## config.mk

```make
export PLATFORM = sky130hd
export DESIGN_NAME = hsa_cordic_stage
export DESIGN_NICKNAME = d
export VERILOG_FILES = /design/src/hsa_pkg.sv /design/src/hsa_cordic_stage.sv
export SDC_FILE = /design/constraint.sdc
export NUM_CORES = 1
export LEC_CHECK = 0
export BUFFER_PORTS_ARGS = -buffer_cell sky130_fd_sc_hd__buf_2
export CAP_MARGIN = 5
export CORE_MARGIN = 2
export CORE_UTILIZATION = 61
export CTS_BUF_LIST = sky130_fd_sc_hd__clkbuf_2
export CTS_CLUSTER_DIAMETER = 50
export DETAILED_ROUTE_END_ITERATION = 6
export PLACE_DENSITY_LB_ADDON = 0.2
export SETUP_SLACK_MARGIN = 0.3
export SYNTH_ARGS = -nofsm -noshare
export SYNTH_HDL_FRONTEND = slang
export SYNTH_SLANG_ARGS = --single-unit
```

## constraint.sdc

```tcl
create_clock -name aclk -period 9.1 [get_ports aclk]
set_clock_uncertainty 0.05 [all_clocks]
set_input_delay 1.365 -clock aclk [delete_from_list [all_inputs] [get_ports aclk]]
set_output_delay 1.365 -clock aclk [all_outputs]
set_load 0.03 [all_outputs]
```

## src/hsa_pkg.sv

```systemverilog
// Shared types, constants and the arctangent table of the slope and aspect unit.
package hsa_pkg;

    localparam int ELEV_WIDTH      = 24;
    localparam int ANGLE_FRAC_BITS = 14;
    localparam int SPACING_W       = 16;
    localparam int CFG_IDX_W       = 8;
    localparam int ITERS           = 30;
    localparam int ITER_W          = 5;
    localparam int DIFF_W          = ELEV_WIDTH + 3;
    localparam int NW              = 58;
    localparam int CW              = 64;
    localparam int ZW              = 36;
    localparam int SLOPE_W         = 15;
    localparam int ASPECT_W        = 17;
    localparam int NORM_STAGES     = 6;
    localparam int IN_DATA_W       = 9 * ELEV_WIDTH;
    localparam int OUT_DATA_W      = 56;
    localparam logic signed [ZW-1:0] PI_Q30 = 36'sd3373259426;

    typedef enum logic [CFG_IDX_W-1:0] {
        CFG_EW_SPACING = 8'd0,
        CFG_NS_SPACING = 8'd1
    } cfg_idx_t;

    // Sideband that rides along the rotation stages
    typedef struct packed {
        logic                         win_ok;
        logic                         flat;
        logic signed [ELEV_WIDTH-1:0] centre;
        logic signed [ZW-1:0]         ang;
    } side_t;

    // One normalization stage
    typedef struct packed {
        logic                         vld;
        logic                         a_pos;
        logic                         b_neg;
        logic                         flat;
        logic                         win_ok;
        logic signed [ELEV_WIDTH-1:0] centre;
        logic [NW-1:0]                mx;
        logic [NW-1:0]                my;
        logic [NW-1:0]                md;
        logic [NW-1:0]                m;
    } norm_t;

    // atan(2^-i) in units of 2^-30 rad, truncated
    function automatic logic [31:0] atan_q30(input logic [ITER_W-1:0] i);
        logic [31:0] r;
        unique case (i)
            5'd0:  r = 32'h3243F6A8;
            5'd1:  r = 32'h1DAC6705;
            5'd2:  r = 32'h0FADBAFC;
            5'd3:  r = 32'h07F56EA6;
            5'd4:  r = 32'h03FEAB76;
            5'd5:  r = 32'h01FFD55B;
            5'd6:  r = 32'h00FFFAAA;
            5'd7:  r = 32'h007FFF55;
            5'd8:  r = 32'h003FFFEA;
            5'd9:  r = 32'h001FFFFD;
            5'd10: r = 32'h000FFFFF;
            5'd11: r = 32'h0007FFFF;
            5'd12: r = 32'h0003FFFF;
            5'd13: r = 32'h0001FFFF;
            5'd14: r = 32'h0000FFFF;
            5'd15: r = 32'h00007FFF;
            5'd16: r = 32'h00003FFF;
            5'd17: r = 32'h00001FFF;
            5'd18: r = 32'h00000FFF;
            5'd19: r = 32'h000007FF;
            5'd20: r = 32'h000003FF;
            5'd21: r = 32'h000001FF;
            5'd22: r = 32'h000000FF;
            5'd23: r = 32'h0000007F;
            5'd24: r = 32'h0000003F;
            5'd25: r = 32'h0000001F;
            5'd26: r = 32'h0000000F;
            5'd27: r = 32'h00000007;
            5'd28: r = 32'h00000003;
            5'd29: r = 32'h00000001;
            default: r = 32'h00000000;
        endcase
        return r;
    endfunction

endpackage

```

## src/hsa_cordic_stage.sv

```systemverilog
// One registered vectoring rotation step with a sideband that travels along.
module hsa_cordic_stage
    import hsa_pkg::*;
(
    input  logic                 aclk,
    input  logic                 aresetn,
    input  logic                 en,
    input  logic [ITER_W-1:0]    iter_i,
    input  logic                 vld_i,
    input  logic signed [CW-1:0] x_i,
    input  logic signed [CW-1:0] y_i,
    input  logic signed [ZW-1:0] z_i,
    input  side_t                side_i,
    output logic                 vld_o,
    output logic signed [CW-1:0] x_o,
    output logic signed [CW-1:0] y_o,
    output logic signed [ZW-1:0] z_o,
    output side_t                side_o
);

    logic signed [CW-1:0] dx, dy;
    logic signed [ZW-1:0] t;
    logic                 pos;

    assign dx  = y_i >>> iter_i;
    assign dy  = x_i >>> iter_i;
    assign t   = ZW'(atan_q30(iter_i));
    assign pos = !y_i[CW-1] && (y_i != '0);

    // Rotate toward the x axis
    always_ff @(posedge aclk) begin
        if (!aresetn) begin
            vld_o <= 1'b0;
        end else if (en) begin
            vld_o <= vld_i;
        end
        if (en) begin
            x_o    <= pos ? (x_i + dx) : (x_i - dx);
            y_o    <= pos ? (y_i - dy) : (y_i + dy);
            z_o    <= pos ? (z_i + t) : (z_i - t);
            side_o <= side_i;
        end
    end

endmodule

```

**Word level (Yosys, flattened, before mapping)**

Memory sizes are Yosys's and may differ from the RTL's.
Cells that the tools add are included.

- Multiplexer cells: 3
- Reductions and logical operators: 3
- Add/subtract/negate cells: 6
- Shift operators: 2

Operators with widths:

| cell | number |
|---|---|
| $add A64 B64 Y64 | 2 |
| $mux W64 | 2 |
| $sshr A64 B5 Y64 | 2 |
| $sub A64 B64 Y64 | 2 |
| $reduce_bool A64 Y1 | 1 |
| $add A36 B33 Y36 | 1 |
| $mux W36 | 1 |
| $sub A36 B33 Y36 | 1 |
| $logic_and A1 B1 Y1 | 1 |
| $logic_not A1 Y1 | 1 |

- Input bits: 235
- Output and inout bits: 227
- ROM bits: 960
- Bits in registers: 227
- Memories: 1

Memories:

| memory | words | bits a word | read ports | clocked after Yosys merged registers in | write ports | RTL line | RTL |
|---|---|---|---|---|---|---|---|
| (name not given) | 32 | 30 | 1 | 0 | 0 | hsa_pkg.sv:51 | `unique case (i)` |

**Logic depth before layout (Yosys ltp)**

- Depth after elaboration: 3
- Mapped depth: 30

**Worst setup path after synthesis**

OpenSTA, ideal clock, no wires.

- Kind: input-to-reg
- From: input port iter_i[4]
- To: register y_o[63] (data pin)
- Stages on the path: 27
- Data arrival time: 7.349 ns
- Path slack: 1.441 ns
- Library setup time: 0.260 ns
- Data required time: 8.790 ns
- Cells stage by stage: clkbuf_1 > buf_2 > buf_2 > buf_2 > buf_1 > buf_2 > buf_2 > buf_2 > buf_2 > buf_1 > clkbuf_1 > a21boi_0 > a31oi_1 > nor2_1 > xor2_1 > ha_1 > clkbuf_1 > and3_1 > a311oi_1 > o22ai_1 > o21bai_1 > o41ai_1 > o211a_1 > o21ai_0 > a21boi_0 > o21ai_0 > xnor2_1

- Cells in the longest elaborated chain, start to end: 3

Ends and longest elaborated chain:

| what | RTL line | RTL |
|---|---|---|
| from (decl) | hsa_cordic_stage.sv:8 | `input logic [ITER_W-1:0] iter_i,` |
| $sshr A64 B5 Y64 * | hsa_cordic_stage.sv:26 | `assign dy = x_i >>> iter_i;` |
| $add A64 B64 Y64 / $sub A64 B64 Y64 (equally long branches) | hsa_cordic_stage.sv:39 | `y_o <= pos ? (y_i - dy) : (y_i + dy);` |
| $mux W64 * | hsa_cordic_stage.sv:39 |  |
| to (signal assigned) | hsa_cordic_stage.sv:39 |  |
| to (decl) | hsa_cordic_stage.sv:16 | `output logic signed [CW-1:0] y_o,` |

Every way passes the cells marked *; elsewhere a longest branch is shown, timed or not.
A chain may end at the register's enable or synchronous reset.

**Worst setup path in the final report**

- From: input port iter_i[0]
- To: register y_o[57] (data pin)

Same word-level chain as after synthesis.

==> results_dict.tcl <==
set metrics [dict create \
    clockBufferDepth 3 \
    seq_area_um2 6810 \
    critical_path_arrival_ps 8670 \
    status "complete, no violations" \
    cp-end-kind "flop" \
    fin_crit_sh 0.860 \
    dieArea_um2 52700 \
    hpwlAfterDp_um 91300 \
    postCtsSetupBuffers 0 \
    synth-edff-count 226 \
    powerDensity_nw_per_um2 169 \
    ctsHoldBuffers 0 \
    portBuffers 461 \
    ir_worst_vdd_mv 0.212 \
    synth_top_cell_area_share 0.219 \
    grt_max_degree 105 \
    p_total_mw 5.80 \
    multi_input_area_um2 22900 \
    crit_type "primary input to flop" \
    layout_common_cells "455 x buf_2, 312 x nand2_1, 265 x a21oi_1, 240 x nor2_1, 226 x edfxtp_1" \
    vias_per_cell 6.98 \
    gr-usage-all-layers 0.434 \
    setup_viol 0 \
    ys_async_sr_fraction 0 \
    start_util 0.618 \
    required_ps 9940 \
    wirelength_um 119000 \
    cts_tree "built" \
    highest_layer "met5" \
    fillers 4105 \
    dr.first_iter.drc_count 4167 \
    ys_seq_elements 227 \
    setup-tns-final_ps 0 \
    drc 0 \
    syn_nets 3818 \
    yosysWarnings 0 \
    period_minus_slack_ps 7830 \
    grt-ovfl-total 0 \
    cts_made_buffers 57 \
    hold_path_class "primary input to flop" \
    synth_area_um2 31000 \
    h-tree-depth 2 \
    m1WireLength_um 42400 \
    first_pass_iters 6 \
    synth-simple-area-share 0.153 \
    antenna_left 0 \
    drive_gt1_frac 0.252 \
    synthFlopType "edfxtp_1" \
    routedWlPerCell_um 26.3 \
    critPathLaunchType "primary input" \
    dr_wl_met2_um 53200 \
    tightest_slew_ps 1120 \
    synthDistinctLibCells 112 \
    path_clk_slew_ps 110 \
    final_common_cell "buf_2" \
    rsz0062_at_grt "false" \
    vias 31500 \
    antenna_found_initial 6 \
    ctsResizeCount 0 \
    die_h_um 230 \
    synth_cells 3397 \
    synthAdderAreaFrac 0.0757 \
    yosysSeqAreaShare 0.219 \
    grt_first_pass_wirelength_um 176000 \
    cts_sinks 227 \
    finalHoldViolations 0 \
    maxCapViolations 0 \
    fmax_mhz 128 \
    num_io_pins 462 \
    cts-root-buf "clkbuf_2" \
    routabilityCongestion 1.09 \
    route.met3.wl_um 14500 \
    insertion_delay_ps 1010 \
    final-max-slew-violation-count 0 \
    worst_slack_ps 1270 \
    dieWidth_um 230 \
    synth_top_cells_by_area "edfxtp_1 22%, mux4_2 12%, ha_1 7.4%" \
    dp_worst_setup_slack_ps 646 \
    placementRows 82 \
    area_growth_pct 10.9 \
    utilization 0.686 \
    grt_pass1_vias 29300 \
    synth_top_family_by_area "compound AO/OA/AOI/OAI gates" \
    path_max_fanout 77 \
    slew_headroom 0.247 \
    nets 4214 \
    leakagePower_nw 14.2 \
    core_area_um2 50200 \
    syn_avg_cell_area_um2 9.13 \
    synth.mux.area_fraction 0.204 \
    synth_xor_xnor_area_share 0.0844 \
    synth-compound-area-share 0.219 \
    synth_top_area_cell "edfxtp_1" \
]
## layer usage
layer | up-vias | GRT usage
met5 | - | 0
met4 | 2 | 0.269
met3 | 475 | 0.107
met2 | 2326 | 0.684
met1 | 14800 | 0.538
li1 | 13900 | -
## metrics by stage
step,cells,instance area [um^2],hold slack (ps)
final,4515,34400,468
after global routing,4512,34400,394
after CTS,4509,34400,407
after detailed placement,4406,33900,519
after global placement,4406,33900,445
after floorplan,3397,31000,590
## worst max-delay path, cell delays in order
cell and delay, ps:
buf_8 550, buf_4 350, mux4_2 540, mux2_2 300, a221oi_2 820, nand4_1 360
nor2_1 450, nand3_1 210, nor2_1 200, a21oi_1 100, xor2_1 160, ha_1 390
nand4_1 140, nor3_1 280, o21ai_0 240, or2_2 320, o21bai_1 200, o41ai_1 130
buf_4 160, o211a_1 240, o21ai_0 300, a21boi_0 160, buf_4 180, or3_1 360
nand3_1 100
## synthesized netlist by cell type, types with 27 or more instances
| cell | n |
|---|---|
| a211oi_1 | 30 |
| a21o_1 | 98 |
| a21oi_1 | 265 |
| a31oi_1 | 44 |
| and2_1 | 27 |
| buf_1 | 27 |
| buf_2 | 59 |
| clkbuf_1 | 87 |
| edfxtp_1 | 226 |
| ha_1 | 183 |
| inv_1 | 76 |
| mux2_2 | 62 |
| mux2i_1 | 147 |
| mux4_2 | 172 |
| nand2_1 | 312 |
| nand2b_1 | 31 |
| nand3_1 | 67 |
| nand4_1 | 39 |
| nor2_1 | 242 |
| nor2b_1 | 34 |
| nor3_1 | 57 |
| nor4_1 | 37 |
| o211ai_1 | 36 |
| o21a_1 | 45 |
| o21ai_0 | 177 |
| o22ai_1 | 41 |
| xnor2_1 | 187 |
| xor2_1 | 112 |
## sequential cells by signal, summed over array words and instances (netlist names)
name / count
x_o: 64
y_o: 64
side_o: 62
vld_o: 1
z_o: 36
## layout make-up
class,count,share of cell area
multi-input combinational,2881,0.665
tap,672,0.0244
clock buffer,84,0.0122
clock inverter,19,0.00251
inverter,81,0.00895
antenna,6,0.000436
timing repair buffer,545,0.0891
sequential,227,0.198
## final timing paths
path,from,to,slack [ps],cells past startpoint
min reg2reg,vld_o,vld_o,540,2
min,side_i[10],side_o[10],470,1
max,iter_i[0],y_o[57],1270,25
max reg2reg,vld_o,vld_o,8380,2
## logic make-up after synthesis
logic type / after synthesis
muxes: 404
AOI/OAI and AO/OA: 1018
DFF: 227
adders and majority gates: 186
and+or+nand+nor: 974
buffers and inverters: 289
xor gates and xnor gates: 299
## report_power, final
part / leakage, nW / internal [mW] / switching (mW)
sequential: 2.22 / 1.50 / 0.0635
combinational: 11.6 / 1.28 / 2.26
clock: 0.394 / 0.252 / 0.447
No activity file was read; power rests on OpenSTA's default activity.
